==> src/hdl/slm_pkg.sv <==
`default_nettype none
package slm_pkg;

  localparam int unsigned MaxPairs  = 1024;
  localparam int unsigned CountMax  = 2 * MaxPairs;
  localparam int unsigned CntW      = $clog2(CountMax + 1);
  localparam int unsigned SumW      = 40;
  localparam int unsigned SmpW      = 16;
  localparam int unsigned LvlW      = 16;
  localparam int unsigned SqW       = 2 * SmpW;
  localparam int unsigned DivW      = (CntW > LvlW) ? CntW : LvlW;
  localparam int unsigned DivSteps  = SumW;
  localparam int unsigned DivCntW   = $clog2(DivSteps + 1);
  localparam int unsigned SqrtSteps = SqW / 2;
  localparam int unsigned SqrtCntW  = $clog2(SqrtSteps + 1);
  localparam int unsigned SqrtRemW  = LvlW + 4;

  localparam logic [LvlW-1:0] DecayReset     = 16'd54395;
  localparam logic [LvlW-1:0] GainReset      = 16'd4588;
  localparam logic [LvlW-1:0] FullScaleReset = 16'd1966;
  localparam logic [LvlW-1:0] LevelMax       = '1;
  localparam logic [SqW:0]    RoundHalf      = (SqW + 1)'(32768);

  typedef logic [SumW-1:0] sum_t;
  typedef logic [CntW-1:0] cnt_t;

  typedef struct packed {
    sum_t sum;
    cnt_t cnt;
  } buf_t;

  typedef struct packed {
    logic            start;
    sum_t            dividend;
    logic [DivW-1:0] divisor;
  } div_req_t;

  typedef struct packed {
    logic done;
    sum_t quotient;
  } div_rsp_t;

  typedef struct packed {
    logic [LvlW-1:0] decay;
    logic [LvlW-1:0] gain;
    logic [LvlW-1:0] full_scale;
  } cfg_t;

  typedef enum logic [1:0] {
    RegDecay     = 2'd0,
    RegGain      = 2'd1,
    RegFullScale = 2'd2
  } reg_idx_e;

endpackage
`default_nettype wire

==> src/hdl/slm_fifo.sv <==
`default_nettype none
module slm_fifo (
  input  wire logic          clk_i,
  input  wire logic          rst_ni,
  input  wire logic          push_i,
  input  slm_pkg::buf_t      data_i,
  output logic               full_o,
  input  wire logic          pop_i,
  output logic               empty_o,
  output slm_pkg::buf_t      data_o
);
  import slm_pkg::*;

  buf_t       mem_q [2];
  logic       wr_ptr_q, rd_ptr_q;
  logic [1:0] fill_q, fill_d;

  assign full_o  = fill_q == 2'd2;
  assign empty_o = fill_q == 2'd0;
  assign data_o  = mem_q[rd_ptr_q];

  always_comb begin
    fill_d = fill_q;
    if (push_i && !pop_i) fill_d = fill_q + 2'd1;
    else if (pop_i && !push_i) fill_d = fill_q - 2'd1;
  end

  always_ff @(posedge clk_i) begin
    if (push_i) mem_q[wr_ptr_q] <= data_i;
  end

  always_ff @(posedge clk_i or negedge rst_ni) begin
    if (!rst_ni) begin
      wr_ptr_q <= 1'b0;
      rd_ptr_q <= 1'b0;
      fill_q   <= 2'd0;
    end else begin
      if (push_i) wr_ptr_q <= ~wr_ptr_q;
      if (pop_i) rd_ptr_q <= ~rd_ptr_q;
      fill_q <= fill_d;
    end
  end
endmodule
`default_nettype wire

==> config.mk <==
export PLATFORM = sky130hd
export DESIGN_NAME = slm_fifo
export DESIGN_NICKNAME = d
export VERILOG_FILES = /design/src/hdl/slm_pkg.sv /design/src/hdl/slm_fifo.sv
export SDC_FILE = /design/constraint.sdc
export NUM_CORES = 1
export LEC_CHECK = 0
export ABC_CLOCK_PERIOD_IN_PS = 4500
export BUFFER_PORTS_ARGS = -buffer_cell sky130_fd_sc_hd__buf_4
export CAP_MARGIN = 0
export CORE_ASPECT_RATIO = 1.5
export CORE_MARGIN = 5
export CORE_UTILIZATION = 52
export DETAILED_ROUTE_END_ITERATION = 8
export PLACE_DENSITY = 0.84
export SLEW_MARGIN = 20
export SYNTH_ARGS = -nofsm -noshare
export SYNTH_HDL_FRONTEND = slang
export SYNTH_SLANG_ARGS = --single-unit
export TNS_END_PERCENT = 5
==> constraint.sdc <==
create_clock -name clk_i -period 4.5 [get_ports clk_i]
set_input_delay 0.45 -clock clk_i [delete_from_list [all_inputs] [get_ports clk_i]]
set_output_delay 0.45 -clock clk_i [all_outputs]
set_load 0.02 [all_outputs]
# After elaboration in Yosys (flattened, before gate mapping)
# Memory sizes are Yosys's and may differ from the RTL's.
# Cells that the tools add are included.
# totals
regBits,4
ram_bits,104
input_bits,56
word_cells,19
memories,1
# memory_table
name,depth,width,read_ports,rd_clocked_by_memory_dff,wr,line_no,text
mem_q,2,52,1,0,1,slm_fifo.sv:14,buf_t mem_q [2];
# classes
add_sub_neg,2
eq_ne,1
mux,4
n_bitwise,2
reduce_logical,6
# ops
operator,count
$mux W2,2
$add A2 B1 Y2 const B,1
$eq A2 B2 Y1 const B,1
$logic_and A1 B1 Y1,2
$logic_not A1 Y1,2
$logic_not A2 Y1,1
$mux W1,2
$not A1 Y1,2
$reduce_bool A2 Y1,1
$sub A2 B1 Y2 const B,1

# Logic depth before layout (Yosys ltp)
# depth
word_depth,4
depth_mapped,5
mapped_depth_nobuf,5

# Worst setup path after synthesis
# OpenSTA, ideal clock, no wires.
# synth_path
kind,input to register
startpoint,in push_i
endpoint,"mem mem_q[0][0] in the netlist's numbering, enable pin"
arrival_ns,2.752
required_time_ns,4.032
setup_slack_ns,1.280
stages,1
path_buffers,0
path_cell_list,nor2b_1
# synth_via
elab_chain_cells,2
# synth_rtl
element,line_no,text
start: declaration,slm_fifo.sv:5,"input wire logic push_i,"
$mux W1,slm_fifo.sv:29,if (push_i) mem_q[wr_ptr_q] <= data_i;
$mux W1 (not written as such),slm_fifo.sv:29,
end: declaration,slm_fifo.sv:14,
# Every way passes these cells.

==> out/results.txt <==
Hold path endpoint = rd_ptr_q$_DFFE_PN0P_
Share of cells above drive strength 1 = 59.0%
Power density over the cells = 632 mW/mm^2
Synth Area in Compound Gates = 0%
FF+latch count, synth = 108
N_diodes = 0
Via count = 1940
Die height = 120 um
Yosys warns = 0
Setup WS pre-CTS = 2330 ps
Hold Vio Cnt, Final = 0
Chip width = 83.3 um
Max rail drop VDD = 0.000591 V
Post-route minimum period = 2440 ps
Crit path launch type = flop
Via density = 4.79
# IOs = 110
Final RePlAce weighted congestion = 0.673
Final wirelength = 6.74 mm
Worst slew margin = 35.3%
Area grow syn2layout = 27.0%
Crit Path Max Fanout = 53
H-tree depth = 3
I/O Buffers = 109
Synth cell types = 13
Xor and xnor area share after synthesis = 1.05%
Worst reg2reg endpoint = mem_q[0][9]$_DFFE_PP_
Core Rows = 40
First-pass GRT wire length = 10.7 mm
Clock Root Buffer = clkbuf_16
Largest net degree at the start of global routing = 54
Synth top area share = 74.5%
NetSw = 0.00101 W
FF-to-FF path depth = 2
R2R Path Start = wr_ptr_q$_DFFE_PN0P_
Final period util = 54.2%
Setup TNS = 0 ps
Clock-pin slew on the worst setup and hold paths = 60 ps
Seq pwr share = 45.2%
HP Start = pop_i
Internal Pwr Total = 0.00235 W
Post-Synth Simple-Gate Area = 0.627%
Core area = 0.00796 sq mm
Worst setup margin = 2060 ps
Initial Util = 52.7%
ANT nets after route = 0
CTS Sinks = 108
Worst slew pin tran = 968 ps
Clock buffer depth = 2
DR WL/cell = 16.6 um
Gr usage total = 14.2%
DRT iter0 DRCs = 102
CP arrival = 1990 ps
Hold path depth = 2
Synth Cell Area = 0.00419 sq mm
Setup violators final = 0
Required time worst endpoint = 4050 ps
Post-cts repair resize count = 0
Clk_skew = 2.61 ps
Die ar. = 0.00999 sq mm
Area leader, netlist = edfxtp_1
Power share of the clock group = 19.9%
Syn Inst Count = 178
Vias in the first global route = 2095
Fmax achieved = 410 MHz
Synth area leaders = edfxtp_1, mux2_4, buf_12
Max-slew violation count = 0
Status = complete, no violations
Gr ovfl total = 0
Largest family of logic cells by synthesized area = multiplexers
TritonCTS buffer count = 9
Seq/Total Area, Yosys = 76.9%
Syn Area/Cell = 23.5 sq um
CTS tree = done
Mux contribution to synthesized area = 18.4%
Area post-placement = 0.00506 sq mm
Residual DRC count = 0
Worst-Skew Late Latency = 330 ps
Max-cap violations = 0
Adder-Cell Fraction of Synth Area = 0.299%
Final instance area = 0.00532 sq mm
Pwr Total = 0.00336 W
Reg2reg setup slack = 2530 ps
Post-Syn Nets = 235
Final #Nets = 352
Logic pwr share = 34.9%
Hold WC Path Type = input port to flop
Antenna violations before repair = 0
Kind of critical path = flop to output port
TritonRoute pass-1 iters = 4
Net Sw Frac = 30.1%
Leakage power = 2.15 nW
RSZ-0062 raised after global routing = false
CP Capture Type = output port
Detailed Place HPWL = 4.56 mm
-- repair_timing --
item	in CTS	in global routing
endpoints found under the hold margin	4	0
hold buffers	1	0
buffers inserted	0	0
-- worst max-delay path, cell delays in order (launching register included) --
cell     delay, ps
dfrtp_4       1040
mux2_2         420
buf_4          160
-- Yosys cell counts --
library cell / n
xnor2_1: 1
nor2b_1: 2
nor2_1: 2
buf_6: 1
xor2_1: 4
edfxtp_1: 104
mux2_4: 49
mux2_2: 3
and2_1: 1
ha_1: 1
dfrtp_1: 4
inv_1: 1
buf_12: 5
-- metal layers --
| layer | up-vias | GRT usage, % | share of wire, % |
|---|---|---|---|
| met5 | - | 0 | 0 |
| met4 | 0 | 7.67 | 2.2 |
| met3 | 10 | 3.98 | 6.0 |
| met2 | 63 | 24.6 | 54 |
| met1 | 938 | 15.5 | 38 |
| li1 | 929 | - | - |
-- worst max-delay path by stage --
stage | startpoint | endpoint | slack (ps)
floorplan | push_i | mem_q[0][0]$_DFFE_PP_ | 1280
detailed placement | push_i | mem_q[0][14]$_DFFE_PP_ | 2330
CTS | rd_ptr_q$_DFFE_PN0P_ | data_o[45] | 2030
global placement | push_i | mem_q[0][14]$_DFFE_PP_ | 2380
global route | rd_ptr_q$_DFFE_PN0P_ | data_o[44] | 1970
finish | rd_ptr_q$_DFFE_PN0P_ | data_o[45] | 2060
-- cell usage in the layout (no fill, tap or decap), drive strengths merged --
cell / n
buf: 111
dfrtp: 4
nor2: 2
xor2: 4
xnor2: 1
nor2b: 2
clkinv: 3
edfxtp: 104
clkbuf: 13
and2: 1
mux2: 52
dlygate4sd3: 1
inv: 1
ha: 1
-- through the flow --
step	std cells	util, %	hold WS [ps]
finish	405	66.9	290
global route	405	66.9	281
CTS	405	66.9	278
detailed placement	388	63.5	250
global placement	388	63.5	248
floorplan	178	-	154
-- final cells by class --
cell class,instances,area [sq um]
clock buffer,13,240
clock inverter,3,13.8
fill,519,2640
inverter,1,3.75
multi-input combinational,63,861
sequential,108,3230
tap,105,131
timing repair buffer,112,843
-- cells by family (layout without fill, tap and decap cells) --
kind of cell,Yosys count,after routing
xor gates and xnor gates,5,5
adders and majority gates,1,1
buffers and inverters,7,129
DFF,108,108
muxes,52,52
and+or+nand+nor,5,5
-- power by group through the flow --
stage / sequential [W] / clock (W) / combinational [W]
6_report: 0.00152 / 0.000670 / 0.00117
5_1_grt: 0.00155 / 0.000739 / 0.00124
4_1_cts: 0.00153 / 0.000690 / 0.00119
3_5_place_dp: 0.00155 / 0 / 0.00119
3_3_place_gp: 0.00153 / 0 / 0.00118
2_1_floorplan: 0.00141 / 0 / 0.000961
-- sequential cells by signal, indices dropped and copies added (netlist names) --
name	cells
fill_q	2
mem_q	104
rd_ptr_q	1
wr_ptr_q	1
Note: power is estimated with default switching activity, not from simulation.
