[src/hdl/slm_pkg.sv]
`default_nettype none
package slm_pkg;

  localparam int unsigned MaxPairs  = 1024;
  localparam int unsigned CountMax  = 2 * MaxPairs;
  localparam int unsigned CntW      = $clog2(CountMax + 1);
  localparam int unsigned SumW      = 40;
  localparam int unsigned SmpW      = 16;
  localparam int unsigned LvlW      = 16;
  localparam int unsigned SqW       = 2 * SmpW;
  localparam int unsigned DivW      = (CntW > LvlW) ? CntW : LvlW;
  localparam int unsigned DivSteps  = SumW;
  localparam int unsigned DivCntW   = $clog2(DivSteps + 1);
  localparam int unsigned SqrtSteps = SqW / 2;
  localparam int unsigned SqrtCntW  = $clog2(SqrtSteps + 1);
  localparam int unsigned SqrtRemW  = LvlW + 4;

  localparam logic [LvlW-1:0] DecayReset     = 16'd54395;
  localparam logic [LvlW-1:0] GainReset      = 16'd4588;
  localparam logic [LvlW-1:0] FullScaleReset = 16'd1966;
  localparam logic [LvlW-1:0] LevelMax       = '1;
  localparam logic [SqW:0]    RoundHalf      = (SqW + 1)'(32768);

  typedef logic [SumW-1:0] sum_t;
  typedef logic [CntW-1:0] cnt_t;

  typedef struct packed {
    sum_t sum;
    cnt_t cnt;
  } buf_t;

  typedef struct packed {
    logic            start;
    sum_t            dividend;
    logic [DivW-1:0] divisor;
  } div_req_t;

  typedef struct packed {
    logic done;
    sum_t quotient;
  } div_rsp_t;

  typedef struct packed {
    logic [LvlW-1:0] decay;
    logic [LvlW-1:0] gain;
    logic [LvlW-1:0] full_scale;
  } cfg_t;

  typedef enum logic [1:0] {
    RegDecay     = 2'd0,
    RegGain      = 2'd1,
    RegFullScale = 2'd2
  } reg_idx_e;

endpackage
`default_nettype wire

[src/hdl/slm_front.sv]
`default_nettype none
module slm_front (
  input  wire logic        clk_i,
  input  wire logic        rst_ni,
  input  wire logic        s_axis_tvalid,
  output logic             s_axis_tready,
  input  wire logic [31:0] s_axis_tdata,
  input  wire logic        s_axis_tlast,
  input  wire logic        fifo_full_i,
  output logic             push_o,
  output slm_pkg::buf_t    push_data_o
);
  import slm_pkg::*;

  logic signed [SmpW-1:0] left, right;
  logic signed [SqW-1:0]  sq_l, sq_r;
  logic [SqW-1:0]         pair_sq_d, pair_sq_q;
  logic                   s1_valid_q, s1_last_q;
  logic                   take, adv2, accum;
  logic [SumW:0]          sum_ext;
  sum_t                   sum_q, sum_d, sum_sat;
  cnt_t                   cnt_q, cnt_d;

  assign left      = s_axis_tdata[SmpW-1:0];
  assign right     = s_axis_tdata[2*SmpW-1:SmpW];
  assign sq_l      = SqW'(left) * SqW'(left);
  assign sq_r      = SqW'(right) * SqW'(right);
  assign pair_sq_d = $unsigned(sq_l) + $unsigned(sq_r);

  assign adv2          = s1_valid_q && !(s1_last_q && fifo_full_i);
  assign s_axis_tready = !s1_valid_q || adv2;
  assign take          = s_axis_tvalid && s_axis_tready;

  assign accum   = cnt_q < CntW'(CountMax);
  assign sum_ext = {1'b0, sum_q} + (SumW + 1)'(pair_sq_q);
  assign sum_sat = sum_ext[SumW] ? '1 : sum_ext[SumW-1:0];
  assign sum_d   = accum ? sum_sat : sum_q;
  assign cnt_d   = accum ? cnt_q + CntW'(2) : cnt_q;

  assign push_o          = adv2 && s1_last_q;
  assign push_data_o.sum = sum_d;
  assign push_data_o.cnt = cnt_d;

  always_ff @(posedge clk_i) begin
    if (take) begin
      pair_sq_q <= pair_sq_d;
      s1_last_q <= s_axis_tlast;
    end
  end

  always_ff @(posedge clk_i or negedge rst_ni) begin
    if (!rst_ni) begin
      s1_valid_q <= 1'b0;
      sum_q      <= '0;
      cnt_q      <= '0;
    end else begin
      if (take) s1_valid_q <= 1'b1;
      else if (adv2) s1_valid_q <= 1'b0;
      if (adv2) begin
        if (s1_last_q) begin
          sum_q <= '0;
          cnt_q <= '0;
        end else begin
          sum_q <= sum_d;
          cnt_q <= cnt_d;
        end
      end
    end
  end
endmodule
`default_nettype wire

[config.mk]
export PLATFORM = sky130hd
export DESIGN_NAME = slm_front
export DESIGN_NICKNAME = d
export VERILOG_FILES = /design/src/hdl/slm_pkg.sv /design/src/hdl/slm_front.sv
export SDC_FILE = /design/constraint.sdc
export NUM_CORES = 1
export LEC_CHECK = 0
export ABC_AREA = 1
export CAP_MARGIN = 20
export CORE_MARGIN = 10
export CORE_UTILIZATION = 60
export CTS_BUF_LIST = sky130_fd_sc_hd__clkbuf_2 sky130_fd_sc_hd__clkbuf_4 sky130_fd_sc_hd__clkbuf_8
export CTS_CLUSTER_DIAMETER = 60
export DETAILED_ROUTE_END_ITERATION = 12
export DONT_BUFFER_PORTS = 1
export PLACE_DENSITY = 0.84
export SLEW_MARGIN = 20
export SYNTH_ARGS = -nofsm -noshare
export SYNTH_HDL_FRONTEND = slang
export SYNTH_SLANG_ARGS = --single-unit
[constraint.sdc]
create_clock -name clk_i -period 3.4 [get_ports clk_i]
set_clock_uncertainty 0.2 [all_clocks]
set_input_delay 0.68 -clock clk_i [delete_from_list [all_inputs] [get_ports clk_i]]
set_output_delay 0.68 -clock clk_i [all_outputs]
set_load 0.02 [all_outputs]
### Word level (Yosys, flattened, before mapping)

Cells that the tools add are included.

| word-level totals | value |
|---|---|
| flip-flop bits (word level) | 86 |
| input bits | 37 |
| logic and storage cells | 26 |

| cells by class | value |
|---|---|
| $add $sub $neg | 3 |
| $mul | 2 |
| magnitude comparators | 1 |
| muxes and demuxes | 7 |
| reduce and logical (&&, ||, !) cells | 8 |

Operator list:

| cell | count |
|---|---|
| $mux W40 | 3 |
| $mul A16 B16 Y32 | 2 |
| $add A40 B32 Y41 | 1 |
| $add A32 B32 Y32 | 1 |
| $mux W12 | 2 |
| $add A12 B2 Y12 const B | 1 |
| $lt A12 B12 Y1 const B | 1 |
| $logic_and A1 B1 Y1 | 4 |
| $logic_not A1 Y1 | 2 |
| $mux W1 | 2 |
| $reduce_bool A2 Y1 | 1 |
| $logic_or A1 B1 Y1 | 1 |

### Depth between registers and ports, before layout

| depth | value |
|---|---|
| depth after elaboration | 6 |
| depth in mapped cells | 29 |
| mapped depth without buffers | 28 |

### Least setup slack after synthesis

No wires, ideal clock.

| timing path | value |
|---|---|
| path type | in2reg |
| from | in s_axis_tdata[17] |
| to | reg pair_sq_q[31], data pin |
| setup time | 252 ps |
| arrival time | 7,130 ps |
| data required time | 2,948 ps |
| slack | -4,182 ps |
| stages on the path | 25 |
| buffers on the path | 2 |
| cell sequence | clkbuf_1 clkbuf_1 nand2_1 fa_1 inv_1 fa_1 inv_1 fa_1 inv_1 fa_1 fa_1 fa_1 fa_1 inv_1 fa_1 inv_1 ha_1 nand2_1 o21ai_0 a21oi_1 or2_2 nand3_1 inv_1 nand2_1 nand2_1 |

| on the way | value |
|---|---|
| cells in the longest elaborated chain, start to end | 2 |

RTL lines:

| element | line | RTL |
|---|---|---|
| from (decl) | slm_front.sv:7 | `input wire logic [31:0] s_axis_tdata,` |
| $mul A16 B16 Y32 | slm_front.sv:27 | `assign sq_r = SqW'(right) * SqW'(right);` |
| $add A32 B32 Y32 | slm_front.sv:28 | `assign pair_sq_d = $unsigned(sq_l) + $unsigned(sq_r);` |
| named net pair_sq_d[31] | slm_front.sv:17 | `logic [SqW-1:0] pair_sq_d, pair_sq_q;` |
| to (signal assigned) | slm_front.sv:46 | `pair_sq_q <= pair_sq_d;` |
| to (decl) | slm_front.sv:17 |  |

The timed path passes the listed nets, and every way through them passes these cells.
A chain may end at the register's enable or synchronous reset.

### Worst setup path after layout

| timing path | value |
|---|---|
| from | in s_axis_tdata[31] |
| to | reg pair_sq_q[30], data pin |

Same word-level chain as after synthesis.

==> qor.yml <==
setup_tns_ns: -86.46
grt_usage_pct: 27.9
worst_pin_slew_ns: 0.891
yosysTopAreaCell: "fa_1"
period_share_pct: 192
violations: "setup timing"
tritoncts: "built"
start_util_pct: 60.5
seq_area_frac_synth_pct: 9.33
dr.pass1.iters: 9
fin_crit_ns: 6.54
drt_wl_total_um: 73000
dp_hpwl_um: 54200
min-delay-path-class: "input pin to register"
grt_pass1_vias: 23200
synth-seq-cells: 85
clockRootBuffer: "clkbuf_8"
core-area_um2: 40600
rows: 74
antenna_found_initial: 0
path_class: "input pin to register"
fmaxAchievable_mhz: 153
area_growth_pct: 22.8
synth_edf_count: 33
synth_top_area_share_pct: 42.4
diodes: 0
routed-via-count: 21000
final_hold_viol_count: 0
worst_setup_path_start_kind: "input pin"
cts_htree_levels: 3
cts_buffers: 9
clockBufferDepth: 2
maxCapViolations: 0
yosys_warnings: 0
stdcell_area_um2: 30200
crit_path_end_kind: "register"
grt_max_degree: 53
postSynthCellCount: 3048
drt_iter0_drc: 1656
via_per_inst: 5.50
placedCellCount: 3727
clkTransAtPathRegs_ns: 0.10
die_area_um2: 49400
status: "complete, but fails checks"
fillers: 2570
final_nets: 4022
syn_area_um2: 24600
overflow: 0
drc: 0
syn_avg_cell_area_um2: 8.06
drive_above_1_share_pct: 24.5
cp_max_fo: 21
gp_congestion: 0.915
setup-violations-final: 68
post_dp_cell_area_um2: 27200
cts.sinks: 85
die_w_um: 222
ios: 91
r2r_slack_ns: 0.22
synth-main-ff-cell: "dfrtp_1"
grt_pass1_wl_um: 113000
async_flop_share_pct: 61.2
ys_types: 48
stdcell_count: 3818
max-slew-margin-rel_pct: 40.6
avgRoutedWirePerCell_um: 19.1
insertion_delay_ns: 0.39
setup_slack_ns: -3.14
yosys-top-cells-area: "fa_1 (42%), inv_1 (14%), nand2_1 (11%)"
crit_required_ns: 3.36
ant_nets: 0
worstPathArrival_ns: 6.50
slew_viol_final: 0
numPortBuffers: 0
die_h_um: 222
rsz0062_at_grt: "true"
## path summary, 6_finish.rpt
path / to / startpoint / cells after the start
setup reg to reg: sum_q[18] / pair_sq_q[0] / 22
min in group asynchronous: sum_q[15] / rst_ni / 2
hold reg to reg: sum_q[3] / sum_q[3] / 2
max in group asynchronous: sum_q[16] / rst_ni / 2
hold / removal: s1_last_q / s_axis_tlast / 0
setup / recovery: pair_sq_q[30] / s_axis_tdata[31] / 23
## critical path: stages
cell	delay, ns
nand2_8	0.07
clkinvlp_4	0.08
buf_12	0.15
buf_4	0.17
fa_1	0.52
fa_1	0.44
fa_1	0.49
inv_1	0.05
fa_1	0.47
fa_1	0.56
inv_1	0.06
fa_1	0.47
fa_1	0.51
inv_1	0.05
fa_1	0.49
inv_1	0.07
ha_4	0.24
a21oi_2	0.18
o21ai_1	0.13
a221oi_4	0.33
o211ai_1	0.14
nand2_1	0.08
nand2_1	0.05
## flip-flops by register name, indices dropped and copies added, names as in the netlist
name,cells
s1_last_q,1
pair_sq_q,32
s1_valid_q,1
cnt_q,11
sum_q,40
## through the flow
stage | worst slack (ns) | utilization, % | hold slack, ns
CTS | -3.15 | 72.0 | 0.178
global placement | -3.54 | 67.0 | 0.186
floorplan | -3.42 | - | 0.184
finish | -3.14 | 74.3 | 0.190
detailed placement | -3.64 | 67.0 | 0.186
global route | -3.32 | 74.3 | 0.170
## cell usage after synthesis, types with 2 or more instances
| master | n |
|---|---|
| a21o_1 | 5 |
| o211ai_1 | 2 |
| nand3_1 | 94 |
| nand2_1 | 739 |
| edfxtp_1 | 33 |
| a21oi_2 | 4 |
| buf_6 | 2 |
| nand3b_1 | 15 |
| a21boi_2 | 2 |
| o21bai_1 | 10 |
| a21oi_1 | 57 |
| nand4_1 | 5 |
| o21ai_0 | 31 |
| xor2_1 | 45 |
| buf_1 | 4 |
| buf_2 | 4 |
| nor2_2 | 3 |
| inv_1 | 922 |
| or2_2 | 33 |
| ha_1 | 183 |
| nor3_1 | 11 |
| nand2_2 | 11 |
| a22o_1 | 2 |
| nor4_1 | 4 |
| dfrtp_1 | 52 |
| a31o_2 | 3 |
| inv_2 | 7 |
| fa_1 | 521 |
| nor2_1 | 117 |
| o22ai_1 | 3 |
| a31oi_1 | 3 |
| xnor2_1 | 33 |
| clkbuf_1 | 72 |
| nand3_2 | 2 |
## layout by cell type, fill, tap and decap left out, types with 7 or more instances in the layout
master and n:
nor2_1 95, buf_4 257, nor2_2 15, a21oi_1 26, nand3_1 72, o21ai_0 16, nand2_1 619, nand2_2 47
o21bai_1 7, buf_6 31, buf_12 13, ha_4 49, inv_4 29, a21oi_4 15, inv_1 824, nor2_4 10
fa_2 34, inv_2 71, nand3_2 16, fa_1 487, or2_2 32, nand2_8 19, xor2_1 41, ha_2 9
a21oi_2 21, nand3_4 8, edfxtp_1 33, o21ai_2 8, nand3b_1 15, xnor2_1 29, ha_1 125, dfrtp_1 52
clkbuf_8 11, nor3_1 7, nand2_4 66
## final cells by class
cell class              count  area [µm²]  share of cell area (%)
clock inverters             4        22.5                  0.0746
inverters                 930        3590                    11.9
repair buffers            304        2590                    8.59
well taps                 532         666                    2.21
flip-flops and latches     85        2290                    7.59
multi-input cells        1951       20900                    69.1
clock buffers              12         159                   0.526
## logic make-up (layout without fill, tap and decap cells)
| kind of cell | Yosys count | after routing | synth area share [%] |
|---|---|---|---|
| AOI/OAI and AO/OA | 130 | 130 | 3.18 |
| xor gates and xnor gates | 78 | 78 | 2.78 |
| adders and majority gates | 704 | 704 | 51.8 |
| buffers and inverters | 1013 | 1250 | 15.6 |
| DFF | 85 | 85 | 9.33 |
| other | 1 | 2 | 0.0153 |
| and+or+nand+nor | 1037 | 1037 | 17.4 |
## what timing repair did
action | in CTS | in global routing
endpoints found under the hold margin | 52 | 0
endpoints found under the setup margin | 68 | 68
cloned | 5 | 0
buffers inserted | 53 | 33
hold buffers | 2 | 0
resized for setup | 352 | 197
pin swaps | 155 | 137
## routing by layer
metal  wire (µm)  vias up  global-route usage, %
li1            -     9167                      -
met2       37700     1156                   51.2
met1       25300    10300                   31.2
met4        4240        0                   12.6
met3        5670      357                   4.62
met5           0        -                      0
Power is left out: the tool's default activity adds up to more than one toggle a clock period on the data nets, which glitch-free logic cannot reach.
