--- src/hdl/slm_pkg.sv ---
`default_nettype none
package slm_pkg;

  localparam int unsigned MaxPairs  = 1024;
  localparam int unsigned CountMax  = 2 * MaxPairs;
  localparam int unsigned CntW      = $clog2(CountMax + 1);
  localparam int unsigned SumW      = 40;
  localparam int unsigned SmpW      = 16;
  localparam int unsigned LvlW      = 16;
  localparam int unsigned SqW       = 2 * SmpW;
  localparam int unsigned DivW      = (CntW > LvlW) ? CntW : LvlW;
  localparam int unsigned DivSteps  = SumW;
  localparam int unsigned DivCntW   = $clog2(DivSteps + 1);
  localparam int unsigned SqrtSteps = SqW / 2;
  localparam int unsigned SqrtCntW  = $clog2(SqrtSteps + 1);
  localparam int unsigned SqrtRemW  = LvlW + 4;

  localparam logic [LvlW-1:0] DecayReset     = 16'd54395;
  localparam logic [LvlW-1:0] GainReset      = 16'd4588;
  localparam logic [LvlW-1:0] FullScaleReset = 16'd1966;
  localparam logic [LvlW-1:0] LevelMax       = '1;
  localparam logic [SqW:0]    RoundHalf      = (SqW + 1)'(32768);

  typedef logic [SumW-1:0] sum_t;
  typedef logic [CntW-1:0] cnt_t;

  typedef struct packed {
    sum_t sum;
    cnt_t cnt;
  } buf_t;

  typedef struct packed {
    logic            start;
    sum_t            dividend;
    logic [DivW-1:0] divisor;
  } div_req_t;

  typedef struct packed {
    logic done;
    sum_t quotient;
  } div_rsp_t;

  typedef struct packed {
    logic [LvlW-1:0] decay;
    logic [LvlW-1:0] gain;
    logic [LvlW-1:0] full_scale;
  } cfg_t;

  typedef enum logic [1:0] {
    RegDecay     = 2'd0,
    RegGain      = 2'd1,
    RegFullScale = 2'd2
  } reg_idx_e;

endpackage
`default_nettype wire

--- src/hdl/slm_back.sv ---
`default_nettype none
module slm_back (
  input  wire logic         clk_i,
  input  wire logic         rst_ni,
  input  slm_pkg::cfg_t     cfg_i,
  input  wire logic         fifo_empty_i,
  input  slm_pkg::buf_t     fifo_data_i,
  output logic              pop_o,
  output slm_pkg::div_req_t div_req_o,
  input  slm_pkg::div_rsp_t div_rsp_i,
  output logic              m_axis_tvalid,
  input  wire logic         m_axis_tready,
  output logic [47:0]       m_axis_tdata
);
  import slm_pkg::*;

  typedef enum logic [7:0] {
    StIdle     = 8'b0000_0001,
    StDivMean  = 8'b0000_0010,
    StSqrt     = 8'b0000_0100,
    StMulLvl   = 8'b0000_1000,
    StMulGain  = 8'b0001_0000,
    StRound    = 8'b0010_0000,
    StDivScale = 8'b0100_0000,
    StOut      = 8'b1000_0000
  } state_e;

  state_e state_q, state_d;

  logic [SqW-1:0]      sq_n_q, prod_a_q, prod_b_q;
  logic [SqrtRemW-1:0] sq_rem_q, rem_sh, trial, rem_nx;
  logic [LvlW-1:0]     sq_root_q;
  logic [SqrtCntW-1:0] sq_cnt_q;
  logic                sq_ge;
  logic [LvlW-1:0]     level_q, rms_q, smooth_q, scaled_q, lvl_d;
  logic [SqW:0]        acc;
  logic [LvlW:0]       acc_sh;
  logic                fs_zero;

  assign rem_sh = {sq_rem_q[SqrtRemW-3:0], sq_n_q[SqW-1:SqW-2]};
  assign trial  = SqrtRemW'({sq_root_q, 2'b01});
  assign sq_ge  = rem_sh >= trial;
  assign rem_nx = sq_ge ? rem_sh - trial : rem_sh;

  assign acc     = {1'b0, prod_a_q} + {1'b0, prod_b_q} + RoundHalf;
  assign acc_sh  = acc[SqW:LvlW];
  assign lvl_d   = acc_sh[LvlW] ? LevelMax : acc_sh[LvlW-1:0];
  assign fs_zero = cfg_i.full_scale == '0;

  assign pop_o         = (state_q == StIdle) && !fifo_empty_i;
  assign m_axis_tvalid = state_q == StOut;
  assign m_axis_tdata  = {scaled_q, smooth_q, rms_q};

  always_comb begin
    div_req_o.start    = 1'b0;
    div_req_o.dividend = fifo_data_i.sum;
    div_req_o.divisor  = DivW'(fifo_data_i.cnt);
    if (state_q == StIdle) begin
      div_req_o.start = !fifo_empty_i;
    end else if (state_q == StRound) begin
      div_req_o.start    = !fs_zero;
      div_req_o.dividend = SumW'({lvl_d, {LvlW{1'b0}}});
      div_req_o.divisor  = DivW'(cfg_i.full_scale);
    end
  end

  always_comb begin
    state_d = state_q;
    unique case (state_q)
      StIdle:     if (!fifo_empty_i) state_d = StDivMean;
      StDivMean:  if (div_rsp_i.done) state_d = StSqrt;
      StSqrt:     if (sq_cnt_q == SqrtCntW'(1)) state_d = StMulLvl;
      StMulLvl:   state_d = StMulGain;
      StMulGain:  state_d = StRound;
      StRound:    state_d = fs_zero ? StOut : StDivScale;
      StDivScale: if (div_rsp_i.done) state_d = StOut;
      StOut:      if (m_axis_tready) state_d = StIdle;
      default:    state_d = StIdle;
    endcase
  end

  always_ff @(posedge clk_i) begin
    unique case (state_q)
      StDivMean: begin
        sq_n_q    <= div_rsp_i.quotient[SqW-1:0];
        sq_rem_q  <= '0;
        sq_root_q <= '0;
        sq_cnt_q  <= SqrtCntW'(SqrtSteps);
      end
      StSqrt: begin
        sq_n_q    <= {sq_n_q[SqW-3:0], 2'b00};
        sq_rem_q  <= rem_nx;
        sq_root_q <= {sq_root_q[LvlW-2:0], sq_ge};
        sq_cnt_q  <= sq_cnt_q - SqrtCntW'(1);
        rms_q     <= {sq_root_q[LvlW-2:0], sq_ge};
      end
      StMulLvl:  prod_a_q <= SqW'(level_q) * SqW'(cfg_i.decay);
      StMulGain: prod_b_q <= SqW'(cfg_i.gain) * SqW'(rms_q);
      StRound: begin
        smooth_q <= lvl_d;
        scaled_q <= LevelMax;
      end
      StDivScale: begin
        if (div_rsp_i.done) begin
          scaled_q <= (div_rsp_i.quotient[SumW-1:LvlW] != '0) ? LevelMax
                                                            : div_rsp_i.quotient[LvlW-1:0];
        end
      end
      default: ;
    endcase
  end

  always_ff @(posedge clk_i or negedge rst_ni) begin
    if (!rst_ni) begin
      state_q <= StIdle;
      level_q <= '0;
    end else begin
      state_q <= state_d;
      if (state_q == StRound) level_q <= lvl_d;
    end
  end
endmodule
`default_nettype wire

--- config.mk ---
export PLATFORM = sky130hd
export DESIGN_NAME = slm_back
export DESIGN_NICKNAME = d
export VERILOG_FILES = /design/src/hdl/slm_pkg.sv /design/src/hdl/slm_back.sv
export SDC_FILE = /design/constraint.sdc
export NUM_CORES = 2
export LEC_CHECK = 0
export ABC_AREA = 1
export BUFFER_PORTS_ARGS = -buffer_cell sky130_fd_sc_hd__buf_2
export CAP_MARGIN = 20
export CORE_UTILIZATION = 63
export CTS_CLUSTER_SIZE = 24
export DETAILED_ROUTE_END_ITERATION = 10
export PLACE_DENSITY_LB_ADDON = 0.08
export SLEW_MARGIN = 30
export SYNTH_ARGS = -nofsm -noshare
export SYNTH_HDL_FRONTEND = slang
export SYNTH_SLANG_ARGS = --single-unit
--- constraint.sdc ---
create_clock -name clk_i -period 7.9 [get_ports clk_i]
set_input_delay 0.79 -clock clk_i [delete_from_list [all_inputs] [get_ports clk_i]]
set_output_delay 0.79 -clock clk_i [all_outputs]
set_load 0.02 [all_outputs]
* Word-level counts from Yosys, hierarchy flattened
Cells that the tools add are included.
** Storage, ports and cells
- Register bits after elaboration :: 207
- Input bits :: 145
- Output and inout port bits :: 107
- Word-level logic and storage cells :: 60
** Operators by class
- Add/sub/neg operators :: 4
- Multiply operators :: 2
- Magnitude comparators :: 1
- Eq/ne operators :: 14
- Muxes and demuxes :: 19
- Reductions and logical operators :: 9
** Operators with widths (count)
- $mul A16 B16 Y32 :: 2
- $pmux W16 S2 :: 2
- $pmux W32 S2 :: 1
- $pmux W8 S8 :: 1
- $mux W57 :: 1
- $mux W56 :: 1
- $mux W16 :: 3
- $mux W8 :: 6
- $pmux W18 S2 :: 1
- $add A32 B32 Y33 :: 1
- $add A33 B16 Y33 const B :: 1
- $reduce_bool A24 Y1 :: 1
- $ge A20 B18 Y1 :: 1
- $mux W18 :: 1
- $sub A18 B18 Y18 :: 1
- $logic_not A16 Y1 :: 1
- $pmux W5 S2 :: 1
- $eq A8 B1 Y1 const B :: 1
- $eq A8 B2 Y1 const B :: 1
- $eq A8 B3 Y1 const B :: 1
- $eq A8 B4 Y1 const B :: 1
- $eq A8 B5 Y1 const B :: 1
- $eq A8 B6 Y1 const B :: 1
- $eq A8 B7 Y1 const B :: 1
- other kinds (11) :: 16

* Logic depth before layout (Yosys ltp)
- Word-level depth :: 5
- Gate-level depth with buffers :: 27
- Depth with buffers taken out :: 25

* Worst setup path after synthesis
OpenSTA, ideal clock, no wires.
- Kind :: input to register
- From :: input cfg_i[23] (netlist name)
- To :: register prod_b_q[23], data pin
- Library setup time :: 0.258 ns
- Arrival time :: 5.706 ns
- Required time :: 7.642 ns
- Slack :: 1.936 ns
- Stages on the path :: 21
- Path buffers :: 2
- Cells stage by stage :: clkbuf_1 -> clkbuf_1 -> nand2_1 -> fa_1 -> inv_1 -> fa_1 -> inv_1 -> fa_1 -> inv_1 -> fa_1 -> fa_1 -> inv_1 -> fa_1 -> inv_1 -> ha_1 -> nand2_1 -> nor2_1 -> nand4_1 -> o21ai_0 -> a21oi_1 -> xnor2_1
** Between the ends
- Longest elaborated chain between the ends :: 1
** Ends and longest elaborated chain
- start, declared :: RTL line slm_back.sv:5 : input slm_pkg::cfg_t cfg_i,
- $mul A16 B16 Y32 :: RTL line slm_back.sv:98 : StMulGain: prod_b_q <= SqW'(cfg_i.gain) * SqW'(rms_q);
- end signal, assigned :: RTL line slm_back.sv:98
- end, declared :: RTL line slm_back.sv:30 : logic [SqW-1:0] sq_n_q, prod_a_q, prod_b_q;
Every way passes these cells.
A chain may end at the register's enable or synchronous reset.

* Worst setup path in the final report
- From :: register rms_q[2]
- To :: register prod_b_q[28], data pin
** Between the ends
- Longest elaborated chain between the ends :: 1
** Ends and longest elaborated chain
- start, declared :: RTL line slm_back.sv:35 : logic [LvlW-1:0] level_q, rms_q, smooth_q, scaled_q, lvl_d;
- start signal, assigned :: RTL line slm_back.sv:95 : rms_q <= {sq_root_q[LvlW-2:0], sq_ge};
- $mul A16 B16 Y32 :: RTL line slm_back.sv:98
Every way passes these cells.

==> results by group <==
Global route
  – Overall routing resource usage: 31.67%
  – Vias in the first global route: 24,260
  – Largest net degree at the start of global routing: slightly below 90
  – Initial antenna violation count: 1
  – Gr ovfl total: 0
  – First-pass GRT wire length: ~120,000 um

Die
  – Num rows: between 70 and 80
  – Full die area: between 0.04 and 0.05 mm^2
  – Initial Util: 64.13%
  – Chip Width: 219.9 um
  – CORE AREA: 0.04665 mm^2
  – Die Ht: 219.9 um
  – # IOs: 252

Clock tree
  – Clk sink count: about 210
  – H-tree depth: 1
  – Postcts setup bufs: 0
  – Worst skew pair latency: about 580 ps
  – CTS Buf Count: 25
  – Max clock buf depth: 3
  – CTS tree: yes
  – CTS root buffer: clkbuf_16
  – # resized after CTS: 0
  – Clock slew seen by the registers of the worst setup and hold paths: 60 ps
  – Hold Buf Count CTS: 0

Yosys
  – Share of the synthesized area in the top cell type: 25.96%
  – Synth Instances: 3,850
  – Syn Nets: 4,672
  – Area contributors post-synth: fa_1, edfxtp_1, nand2_1
  – Post-synth cell types: 46
  – Register bit total from synthesis: a little over 200
  – Number of flops mapped to enable cells by yosys: around 180
  – Synth top cells by count: nand2_1, inv_1, fa_1
  – Mapped cell area: around 0.03 mm^2
  – Most frequent cell after synthesis: nand2_1
  – Sequential-to-total area share from yosys stat: 20.38%
  – Ys async rst share: 11.59%
  – Avg Cell Area, Syn: 7.771 um^2
  – Main synth FF type: edfxtp_1
  – Post-synth top area cell: fa_1
  – Synth warn: 0

Outcome
  – Violated checks: DRC
  – Status: complete, but fails checks

Place
  – Placed cell count: 4,563
  – Area post-placement: 0.03139 mm^2
  – DPL Wire Length: roughly 60,000 um
  – Placer Congestion: 0.9348
  – Port Buffers: 251

Drt
  – Drt initial violations: 1,752
  – Drt drc: 6
  – DRT Wirelength: 73,900 um
  – Vias: around 24,000
  – Vias per inst: 5.280
  – Avg WL per Cell: around 16 um
  – DRT Pass-1 Iters: 9
  – Final ANT Viol Nets: 0

Setup path
  – Crit start category: flop
  – Worst Path Required: 8200 ps
  – Crit path kind: reg -> reg
  – Worst-path fanout max: 17
  – Endpoint class of the critical path: flop
  – Worst Path Arrival: 6460 ps

STA
  – Setup TNS: 0 ps
  – Fin crit period: 6165 ps
  – Slew headroom: 31.81%
  – Final setup fails: 0
  – Slew @ Worst Pin: 1014 ps
  – RSZ-0062 raised after global routing: no
  – Slew Limit Fails: 0
  – FMAX: 0.1622 GHz
  – Hold violation count in the final report: 0
  – Skew final: 32.79 ps
  – Final Cycle Share: between 70% and 80%

Finish
  – Finished layout cell area: 0.03227 mm^2
  – Diode count: 0
  – Fin nets: between 4,000 and 5,000
  – Multi-input logic area: 0.01933 mm^2
  – Fill cells: roughly 4,000
  – Non-Filler Instances: approximately 4,600
  – Share of layout cells above drive strength 1: 8.921%
  – Area grow syn2layout: 7.854%
  – Register area: between 0.006 and 0.007 mm^2

Worst hold path
  – Hold Crit Class: in -> async

Run
  – Max-Cap Viols: 0
metrics by stage:
step	util, %	setup WS [ps]	hold slack [ps]
2_1_floorplan	-	1936	426.4
3_3_place_gp	67.28	1682	428.9
3_5_place_dp	67.28	1650	432.3
4_1_cts	69.15	1803	257.2
5_1_grt	69.16	1445	298.1
6_report	69.16	1735	260.5
path summary, 6_finish.rpt:
kind,startpoint,to,slack (ps),cells after the start
max,rms_q[2]$_DFFE_PP_,prod_b_q[28]$_DFFE_PP_,1740,19
min,rst_ni,level_q[1]$_DFFE_PN0P_,260,1
max reg2reg,rms_q[2]$_DFFE_PP_,prod_b_q[28]$_DFFE_PP_,1740,19
min reg2reg,sq_root_q[3]$_SDFFCE_PN0P_,rms_q[4]$_DFFE_PP_,450,0
max in group asynchronous,rst_ni,state_q[4]$_DFFE_PN0P_,7120,1
min in group clk_i,sq_root_q[3]$_SDFFCE_PN0P_,rms_q[4]$_DFFE_PP_,450,0
layout make-up:
type	count	share of cell area (%)
Clock buffer	32	2.113
Clock inverter	14	0.5855
Inverter	1037	12.06
Multi-Input combinational cell	2453	59.91
Sequential cell	207	18.90
Tap cell	607	2.354
Timing Repair Buffer	259	4.079
metal layers:
layer / GRT usage (%) / vias to the layer above / part of all wire [%]
li1: - / 11650 / -
met1: 42.08 / 11660 / 42
met2: 53.26 / 876 / 48
met3: 4.348 / 153 / 6.7
met4: 10.74 / 2 / 3.4
met5: 0 / - / 0.018
placed cells by master, fill, tap and decap left out, types with 2 or more instances in the layout:
cell       Yosys  final
buf_2          4    251
clkbuf_8       0      3
bufinv_16      0      3
nor3_2         1      3
nand2_4       11     11
nor2_2         3      3
xnor2_1       27     27
inv_2          6      7
o21ai_2        2      2
buf_4          6      8
ha_1         289    289
o21ai_0       76     76
clkbuf_1     142      4
nand2_2       16     16
clkbuf_16      0     25
o21ai_1       18     18
a21oi_1      123    122
nor3_1        27     25
edfxtp_1     183    183
inv_1       1031   1030
dfrtp_1       23     23
a31oi_1        7      7
nand3b_1       3      3
nor2_4         2      2
a21o_1         7      7
nor4_4         3      3
clkinv_4       0      3
inv_8          0      2
a21boi_0       4      4
clkinv_2       0      2
nor2_1       171    171
nor4_1        12     12
nand3_2        3      3
nand4_1       22     22
xor2_1        36     36
o21a_1         9      9
nand3_1       79     79
o21bai_1      17     17
fa_1         388    388
nand2_1     1087   1087
critical path: stages, from the launching register on:
cell,delay (ps)
edfxtp_1,960
nand2_1,180
fa_1,520
fa_1,550
inv_1,50
fa_1,480
fa_1,520
fa_1,500
inv_1,50
fa_1,470
inv_1,40
ha_1,360
nand2_1,90
inv_1,90
nand2_1,70
nor3_1,250
nand4_1,180
nand3_1,260
a21oi_1,130
xor2_1,150
cell families (layout without fill, tap and decap cells):
group	count (synthesis)	after routing	synth area share (%)
xor+xnor	63	63	1.844
fa+ha+maj	677	677	38.05
simple gates	1445	1445	19.75
flops	207	207	20.38
compound gates	268	268	4.902
buf+inv	1190	1342	15.08
sequential cells by signal, summed over array words and instances, names as in the netlist, 8 cells and up:
name	flops
state_q	8
prod_a_q	32
sq_rem_q	18
scaled_q	16
sq_root_q	16
rms_q	16
sq_n_q	32
prod_b_q	32
smooth_q	16
level_q	16
Power is not shown: default switching activity piles up to over one toggle a cycle in this logic, so the estimate is an artifact.
