File: config.mk
export PLATFORM = sky130hd
export DESIGN_NAME = slm_div
export DESIGN_NICKNAME = d
export VERILOG_FILES = /design/src/hdl/slm_pkg.sv /design/src/hdl/slm_div.sv
export SDC_FILE = /design/constraint.sdc
export NUM_CORES = 1
export LEC_CHECK = 0
export ABC_AREA = 1
export ABC_CLOCK_PERIOD_IN_PS = 3050
export BUFFER_PORTS_ARGS = -buffer_cell sky130_fd_sc_hd__clkbuf_2
export CAP_MARGIN = 20
export CORE_MARGIN = 3
export CORE_UTILIZATION = 55
export DETAILED_ROUTE_END_ITERATION = 12
export GPL_ROUTABILITY_DRIVEN = 0
export PLACE_DENSITY = 0.81
export SKIP_LAST_GASP = 1
export SYNTH_ARGS = -nofsm -noshare
export SYNTH_HDL_FRONTEND = slang
export SYNTH_SLANG_ARGS = --single-unit
File: constraint.sdc
create_clock -name clk_i -period 3.05 [get_ports clk_i]
set_input_delay 0.305 -clock clk_i [delete_from_list [all_inputs] [get_ports clk_i]]
set_output_delay 0.305 -clock clk_i [all_outputs]
set_load 0.1 [all_outputs]
File: src/hdl/slm_pkg.sv
`default_nettype none
package slm_pkg;

  localparam int unsigned MaxPairs  = 1024;
  localparam int unsigned CountMax  = 2 * MaxPairs;
  localparam int unsigned CntW      = $clog2(CountMax + 1);
  localparam int unsigned SumW      = 40;
  localparam int unsigned SmpW      = 16;
  localparam int unsigned LvlW      = 16;
  localparam int unsigned SqW       = 2 * SmpW;
  localparam int unsigned DivW      = (CntW > LvlW) ? CntW : LvlW;
  localparam int unsigned DivSteps  = SumW;
  localparam int unsigned DivCntW   = $clog2(DivSteps + 1);
  localparam int unsigned SqrtSteps = SqW / 2;
  localparam int unsigned SqrtCntW  = $clog2(SqrtSteps + 1);
  localparam int unsigned SqrtRemW  = LvlW + 4;

  localparam logic [LvlW-1:0] DecayReset     = 16'd54395;
  localparam logic [LvlW-1:0] GainReset      = 16'd4588;
  localparam logic [LvlW-1:0] FullScaleReset = 16'd1966;
  localparam logic [LvlW-1:0] LevelMax       = '1;
  localparam logic [SqW:0]    RoundHalf      = (SqW + 1)'(32768);

  typedef logic [SumW-1:0] sum_t;
  typedef logic [CntW-1:0] cnt_t;

  typedef struct packed {
    sum_t sum;
    cnt_t cnt;
  } buf_t;

  typedef struct packed {
    logic            start;
    sum_t            dividend;
    logic [DivW-1:0] divisor;
  } div_req_t;

  typedef struct packed {
    logic done;
    sum_t quotient;
  } div_rsp_t;

  typedef struct packed {
    logic [LvlW-1:0] decay;
    logic [LvlW-1:0] gain;
    logic [LvlW-1:0] full_scale;
  } cfg_t;

  typedef enum logic [1:0] {
    RegDecay     = 2'd0,
    RegGain      = 2'd1,
    RegFullScale = 2'd2
  } reg_idx_e;

endpackage
`default_nettype wire

File: src/hdl/slm_div.sv
`default_nettype none
module slm_div (
  input  wire logic        clk_i,
  input  wire logic        rst_ni,
  input  slm_pkg::div_req_t req_i,
  output slm_pkg::div_rsp_t rsp_o
);
  import slm_pkg::*;

  logic               busy_q, done_q;
  logic [DivCntW-1:0] cnt_q;
  logic [DivW-1:0]    rem_q, divisor_q;
  sum_t               quo_q;
  logic [DivW:0]      rem_sh, rem_d;
  logic               ge;

  assign rem_sh = {rem_q, quo_q[SumW-1]};
  assign ge     = rem_sh >= {1'b0, divisor_q};
  assign rem_d  = ge ? rem_sh - {1'b0, divisor_q} : rem_sh;

  assign rsp_o.done     = done_q;
  assign rsp_o.quotient = quo_q;

  always_ff @(posedge clk_i) begin
    if (req_i.start) begin
      rem_q     <= '0;
      quo_q     <= req_i.dividend;
      divisor_q <= req_i.divisor;
    end else if (busy_q) begin
      rem_q <= rem_d[DivW-1:0];
      quo_q <= {quo_q[SumW-2:0], ge};
    end
  end

  always_ff @(posedge clk_i or negedge rst_ni) begin
    if (!rst_ni) begin
      busy_q <= 1'b0;
      done_q <= 1'b0;
      cnt_q  <= '0;
    end else begin
      done_q <= 1'b0;
      if (req_i.start) begin
        busy_q <= 1'b1;
        cnt_q  <= DivCntW'(DivSteps);
      end else if (busy_q) begin
        cnt_q <= cnt_q - DivCntW'(1);
        if (cnt_q == DivCntW'(1)) begin
          busy_q <= 1'b0;
          done_q <= 1'b1;
        end
      end
    end
  end
endmodule
`default_nettype wire

======== Yosys cells after proc, flatten, opt, wreduce, memory -nomap -nowiden ========
Cells that the tools add are included.
operators by class
  add/subtract/negate cells ............... 2
  $lt $le $gt $ge ......................... 1
  eq/ne operators ......................... 1
  multiplexer cells ....................... 11
  reduce and logical (&&, ||, !) cells .... 1
operators with widths
  kind                                                                    count
  40-bit 2-to-1 mux                                                       2
  17-bit by 16-bit >= comparator with 1-bit output                        1
  16-bit 2-to-1 mux                                                       1
  16-bit subtractor                                                       1
  6-bit 2-to-1 mux                                                        2
  6-bit by 1-bit equality test with 1-bit output (second input constant)  1
  1-bit 2-to-1 mux                                                        6
  6-bit by 1-bit subtractor with 6-bit output (second input constant)     1
  2-bit nonzero test                                                      1
storage, ports and cells
  bits in registers ....................... 80
  bits of input ports ..................... 59
  word-level logic and storage cells ...... 22

======== Longest topological paths before layout ========
Gate-level depths: netlist of the first run.
  depth after elaboration ................. 4
  depth in mapped cells ................... 14

======== Worst setup path after synthesis of the first run ========
OpenSTA, ideal clock, no wires.
  kind .................................... flip-flop to flip-flop
  start ................................... register quo_q[39]
  end ..................................... register rem_q[14]
  arrival ................................. 2409 ps
  data required time ...................... 2938 ps
  slack ................................... 529 ps
  stages on the path, launching flop included .. 12
  clock period less this slack ............ 2521 ps
  cell sequence ........................... edfxtp_1 inv_1 ha_1 fa_1 nor2_1 nor2_1 o21ai_1 nand2_1 nand3_1 nand3_2 nand2_1 nand2_1
on the way
  cells in the longest elaborated chain, start to end .. 2
  elaborated cells on any way between the ends .. 3
  classes of those cells .................. add/sub: 1; order compare: 1; mux: 1
ends and longest elaborated chain
  element                                                                                RTL line                      source
  start, declared                                                                        slm_div.sv:13                 sum_t quo_q;
  start signal, assigned                                                                 slm_div.sv:27                 quo_q <= req_i.dividend;
  start signal, assigned                                                                 slm_div.sv:31                 quo_q <= {quo_q[SumW-2:0], ge};
  16-bit subtractor or 17-bit by 16-bit >= comparator with 1-bit output (tied branches)  slm_div.sv:19, slm_div.sv:18
  16-bit 2-to-1 mux (*)                                                                  slm_div.sv:19                 assign rem_d = ge ? rem_sh - {1'b0, divisor_q} : rem_sh;
  end signal, assigned                                                                   slm_div.sv:30                 rem_q <= rem_d[DivW-1:0];
  end, declared                                                                          slm_div.sv:12                 logic [DivW-1:0] rem_q, divisor_q;
Every way passes the cells marked *; elsewhere a longest branch is shown, timed or not.
A chain may end at the register's enable or synchronous reset.

======== Worst setup path in the final report of the first run ========
Same ends and word-level chain as after synthesis.

==> summary.txt, run 1 <==
Hold path
  • Min-Delay Path Depth: 1
  • Hold Path Class: in -> reg
  • Hold_sp: req_i[15]
  • Hold endpoint: divisor_q[15]

Critical path
  • Worst EP arrival: about 2400 ps
  • FF-to-FF path depth: 11
  • Startpoint types: flop
  • Worst R2R Start: quo_q[39]
  • R2R setup slack: just under 900 ps
  • Worst-path maximum fanout: 4
  • Worst EP required: around 3300 ps
  • Kind of critical path: reg -> reg
  • Reg2reg end: rem_q[14]
  • Crit path capture type: flop

Routing
  • Vias per inst: just over 5
  • Vias: roughly 3900
  • DRC viols: 0
  • DRT antenna net count: 0
  • WL/cell: roughly 13 um
  • Final WL: 10100 um
  • Pre-Repair DR Iteration Count: 5
  • Initial drt markers: 221

Pwr
  • Final Power: 4460 uW
  • P per Cell Area: around 850 nW/um2
  • VDD IR max: roughly 0.46 mV
  • Leakage power: ~0.0028 uW

Global routing
  • Vias in the first global route: 3793
  • First-pass GRT wire length: ~17000 um
  • Largest net degree at the start of global routing: 49
  • Grt ovf: 0
  • Initial antenna violation count: 0
  • GR Util All Layers: roughly a quarter

Clock tree
  • Root Buffer: clkbuf_8
  • Sink Count: 80
  • Setup Fix Bufs, Post-CTS: 0
  • Clock transition at the registers of the reported paths: around 80 ps
  • Hold buffer count at CTS: 1
  • Skew-Pair Late Insertion Delay: between 300 and 400 ps
  • H-Tree Depth: 3
  • CTS max path bufs: 2
  • Num CTS Buffers: 9
  • Post-cts repair resize count: 0
  • CTS tree: yes

STA
  • Final hold vios: 0
  • Worst Tran Pin Value: slightly below 800 ps
  • Final min period: around 2200 ps
  • Period utilization: between 70% and 80%
  • Setup TNS: 0 ps
  • Max transition margin: a little under half
  • RSZ-0062 raised after global routing: no
  • Hold slack final: between 100 and 150 ps
  • Clk_skew: approximately 11 ps
  • Slew Limit Fails: 0
  • Maximum clock rate: ~460 MHz
  • Final setup viols: 0

Synthesis
  • Yosys top cell area share: a little under two fifths
  • Distinct cells, synth: 36
  • Flops & latches, synth: 80
  • Register area share after synthesis: approximately half
  • Total number of yosys warnings: 0
  • Mapped cell area: 4460 um2
  • Gate Count Post-Synth: ~550
  • Top post-synthesis cells by area: edfxtp_1, nand2_1, dfxtp_1
  • Area leader, netlist: edfxtp_1
  • Avg Inst Size Synth: about 8 um2
  • Synthesized Nets: between 600 and 700

Place
  • Area post-placement: approximately 5000 um2
  • Detailed placer's ending HPWL: 7620 um
  • Port bufs: 99

Final layout
  • Final core occ: between 60% and 70%
  • Fillcell total: 657
  • Number of diodes: 0
  • Final net count: roughly 730
  • Area growth syn-to-layout: 17.8%
  • Design area: 5250 um2
  • Share of cells above drive strength 1: between 20 and 25%

Run status
  • Outcome: complete, no violations

Die
  • I/O pin cnt: 100
  • Core area: about 7800 um2
  • Die area: ~9200 um2
  • Starting density of the core: a little under three fifths
  • Die Ht: between 90 and 100 um
  • Chip width: slightly below 100 um
  • Row cnt: 32

Run
  • Max-capacitance violation count: 0
[cells by family after synthesis]
logic type                 Yosys count  synth area share (%)
adders and majority gates           19                  5.50
AOI/OAI and AO/OA                   29                  3.59
buffers and inverters               90                  8.42
xor gates and xnor gates             6                  1.18
DFF                                 80                  49.4
and+or+nand+nor                    328                  31.9
[power by group]
part	internal [uW]	switching (uW)	total [uW]
clock network	466	388	854
logic	639	1490	2130
registers	1360	121	1480
total	2460	2000	4460
[layout make-up]
type                    count  area [um2]  share of cell area (%)
multi-input cells         382        1880                    35.8
inverters                  76         285                    5.43
flip-flops and latches     80        2200                    41.9
repair buffers            104         536                    10.2
clock buffers              10         128                    2.43
well taps                 102         128                    2.43
clock inverters             6        91.3                    1.74
[worst max-delay path: stages, from the launching register on]
cell and delay, ps:
edfxtp_1 380, inv_1 80, ha_1 230, fa_1 460
nor2_1 130, nor2_1 90, o21ai_1 240, nand2_1 140
nand3_1 140, nand3_2 80, nand2_1 60, nand2_1 40
[sequential cells by signal, summed over array words and instances (netlist names)]
name and flops:
divisor_q 16, quo_q 40, cnt_q 6, rem_q 16
done_q 1, busy_q 1
[synthesized netlist by cell type, drive strengths merged]
cell,instances
nand3b,7
o21bai,1
dfxtp,16
nand2,245
o21a,1
dfrtp,8
xor2,2
xnor2,4
ha,18
o22ai,1
fa,1
o21ai,12
nand4,4
edfxtp,56
nand3,41
nor2,24
inv,74
clkbuf,8
a31oi,1
buf,6
clkinv,2
nor3,7
a21oi,13
[stage by stage]
step	std cells	setup WS (ps)
2_1_floorplan	552	529
4_1_cts	760	917
3_5_place_dp	743	924
3_3_place_gp	743	990
6_report	760	871
5_1_grt	760	790
[layout by cell type, fill, tap and decap left out, types with 8 or more instances in the layout]
cell type  synthesis  routed
ha_1              18      18
nand3_1           35      35
edfxtp_1          56      56
a21oi_1           12      12
nand2_1          238     238
dfrtp_1            8       8
clkbuf_8           0       9
dfxtp_1           16      16
o21ai_0           10      10
clkbuf_2           0      99
nor2_1            18      18
inv_1             72      72
[worst max-delay path by stage]
stage	from	slack, ps	end	cells after the start
detailed placement	quo_q[39]	920	rem_q[14]	11
finish	quo_q[39]	870	rem_q[14]	11
CTS	quo_q[39]	920	rem_q[14]	11
global placement	quo_q[39]	990	rem_q[14]	11
floorplan	quo_q[39]	530	rem_q[14]	11
global route	quo_q[39]	790	rem_q[14]	11
[metal layers]
| metal | wire [um] | global-route usage, % | up-vias |
|---|---|---|---|
| met5 | 0 | 0 | - |
| met4 | 273 | 9.60 | 0 |
| met3 | 957 | 7.19 | 19 |
| met2 | 4670 | 37.8 | 164 |
| met1 | 4240 | 30.4 | 1791 |
| li1 | - | - | 1945 |
Power figures use the tool's default switching activity.
==> run 2: changes to the inputs <==
--- a/config.mk
+++ b/config.mk
@@ -6,7 +6,7 @@
 export NUM_CORES = 1
 export LEC_CHECK = 0
 export ABC_AREA = 1
-export ABC_CLOCK_PERIOD_IN_PS = 3050
+export ABC_CLOCK_PERIOD_IN_PS = 2050
 export BUFFER_PORTS_ARGS = -buffer_cell sky130_fd_sc_hd__clkbuf_2
 export CAP_MARGIN = 20
 export CORE_MARGIN = 3
==> constraint.sdc (replaced) <==
create_clock -name clk_i -period 2.05 [get_ports clk_i]
set_input_delay 0.205 -clock clk_i [delete_from_list [all_inputs] [get_ports clk_i]]
set_output_delay 0.205 -clock clk_i [all_outputs]
set_load 0.1 [all_outputs]
==> run 2 against run 1 <==
- worst hold slack got worse by 110 ps
- critical path depth decreased by 1
- maximum frequency increased by 12%
- utilization increased by 2.6 points
- sequential power increased by 48%
- critical endpoint is now rem_q[11]
- largest power group unchanged
==> summary.txt, run 2 (synthesized netlist as in run 1, its figures left out) <==
Clock tree
  • Skew-Pair Late Insertion Delay: between 300 and 400 ps
  • Num CTS Buffers: 9
  • Root Buffer: clkbuf_8
  • Sink Count: 80
  • CTS tree: yes
  • Clock transition at the registers of the reported paths: 90 ps
  • H-Tree Depth: 3
  • CTS max path bufs: 2

Global routing
  • Initial antenna violation count: 0
  • First-pass GRT wire length: 16000 um
  • Vias in the first global route: 3599
  • Grt ovf: 0
  • Largest net degree at the start of global routing: just under 50
  • GR Util All Layers: between 20 and 25%

Critical path
  • Startpoint types: flop
  • CP delay by family, top: simple AND/OR/NAND/NOR gates
  • R2R setup slack: about 110 ps
  • CP max stage cell: edfxtp_1
  • Worst setup startpoint: divisor_q[14]
  • Crit-path max cell delay: 370 ps
  • Crit path capture type: flop
  • Worst EP required: around 2300 ps
  • Reg2reg end: rem_q[11]
  • Worst path depth: 10
  • Worst EP arrival: 2180 ps
  • FF-to-FF path depth: 10
  • Worst Setup EP: rem_q[11]
  • Kind of critical path: reg -> reg
  • Worst-path maximum fanout: 7
  • Worst-path cell chain: inv_1, ha_2, a21oi_2, o21a_1, nand2_2, nor2_8, buf_4, nand3_1, nand3_2, nand2_1
  • Worst R2R Start: divisor_q[14]
  • Buf+Inv Stages, Crit Path: 2

Pwr
  • VDD IR max: about 0.54 mV
  • P per Cell Area: 1280 nW/um2
  • Leakage power: between 0.002 and 0.003 uW

STA
  • Hold slack final: ~27 ps
  • Final setup viols: 0
  • Clk_skew: between 10 and 15 ps
  • Slew Limit Fails: 0
  • RSZ-0062 raised after global routing: yes
  • Worst Tran Pin Value: between 500 and 600 ps
  • Period utilization: a little over nine tenths
  • Max transition margin: between 60% and 70%
  • Final hold vios: 0
  • Final worst setup slack: about 110 ps
  • Maximum clock rate: between 500 and 600 MHz
  • Final min period: 1940 ps

Final layout
  • Regs by FF count: quo_q x40, divisor_q x16, rem_q x16
  • Largest register FFs: 40
  • Share of cells above drive strength 1: 25.2%
  • Area growth syn-to-layout: 22.4%
  • Register Area: approximately 2200 um2
  • Top reg by flops: quo_q
  • Number of diodes: 0
  • Fillcell total: 619
  • Final net count: 740
  • Area of the multi-input gates: 1980 um2
  • Most frequent cells in the layout: nand2_1, clkbuf_2, inv_1
  • Most common cell after layout, fill and taps aside: nand2_1

Die
  • I/O pin cnt: 100
  • Core area: roughly 7800 um2
  • Chip width: approximately 96 um
  • Die area: 9220 um2
  • Row cnt: 32
  • Starting density of the core: ~57%
  • Die Ht: 96.0 um

Routing
  • Vias: 3867
  • Vias per inst: slightly above 5
  • Initial drt markers: about 300
  • WL/cell: between 10 and 15 um
  • Final WL: between 10000 and 15000 um
  • DRC viols: 0
  • DRT antenna net count: 0
  • Pre-Repair DR Iteration Count: 5

Place
  • Post-Place Setup Slack: between 20 and 30 ps
  • Port bufs: 99
  • Detailed placer's ending HPWL: roughly 7500 um

Hold path
  • Hold Path Class: in -> reg

Run status
  • Outcome: complete, no violations

Run
  • Max-capacitance violation count: 0
run 2: layout make-up:
type | instances | area share (%)
clock buffer | 10 | 2.34
clock inverter | 6 | 1.65
inverter | 76 | 5.25
multi-input combinational | 383 | 36.2
sequential | 80 | 40.4
tap | 102 | 2.34
timing repair buffer | 112 | 11.8
run 2: per-stage QoR:
stage          total power (uW)  area [um2]  setup TNS [ps]  cells  util, %
2_1_floorplan              4920        4510           -2660    552        -
3_3_place_gp               5390        5120               0    746     65.6
3_5_place_dp               5480        5120               0    746     65.6
4_1_cts                    6770        5350               0    763     68.5
5_1_grt                    7450        5460           -17.2    769     69.9
6_report                   6980        5460               0    769     69.9
run 2: routing by layer:
metal	up-vias	wire, um	GRT usage [%]
met2	126	5310	37.6
met5	-	0	0
li1	1968	-	-
met4	0	131	6.16
met1	1757	4190	28.3
met3	16	630	5.24
run 2: what timing repair did:
| action | CTS | global route |
|---|---|---|
| hold endpoints to repair | 8 | 0 |
| gates resized for setup | 0 | 6 |
| hold buffers | 1 | 0 |
| buffers inserted | 0 | 5 |
| endpoints found under the setup margin | 0 | 17 |
run 2: worst min-delay path by stage:
| stage | startpoint | end | slack [ps] | cells after the start |
|---|---|---|---|---|
| after floorplan | rst_ni | busy_q | -90 | 0 |
| after global placement | rst_ni | cnt_q[0] | 60 | 1 |
| after detailed placement | rst_ni | cnt_q[0] | 60 | 1 |
| after CTS | req_i[4] | divisor_q[4] | 10 | 1 |
| after global routing | req_i[5] | divisor_q[5] | 10 | 1 |
| final | req_i[4] | divisor_q[4] | 30 | 1 |
run 2: where the power goes:
group          switching [uW]  total, uW  internal (uW)
combinational            2370       3510           1130
sequential                175       2190           2020
clock                     582       1270            693
total                    3130       6980           3850
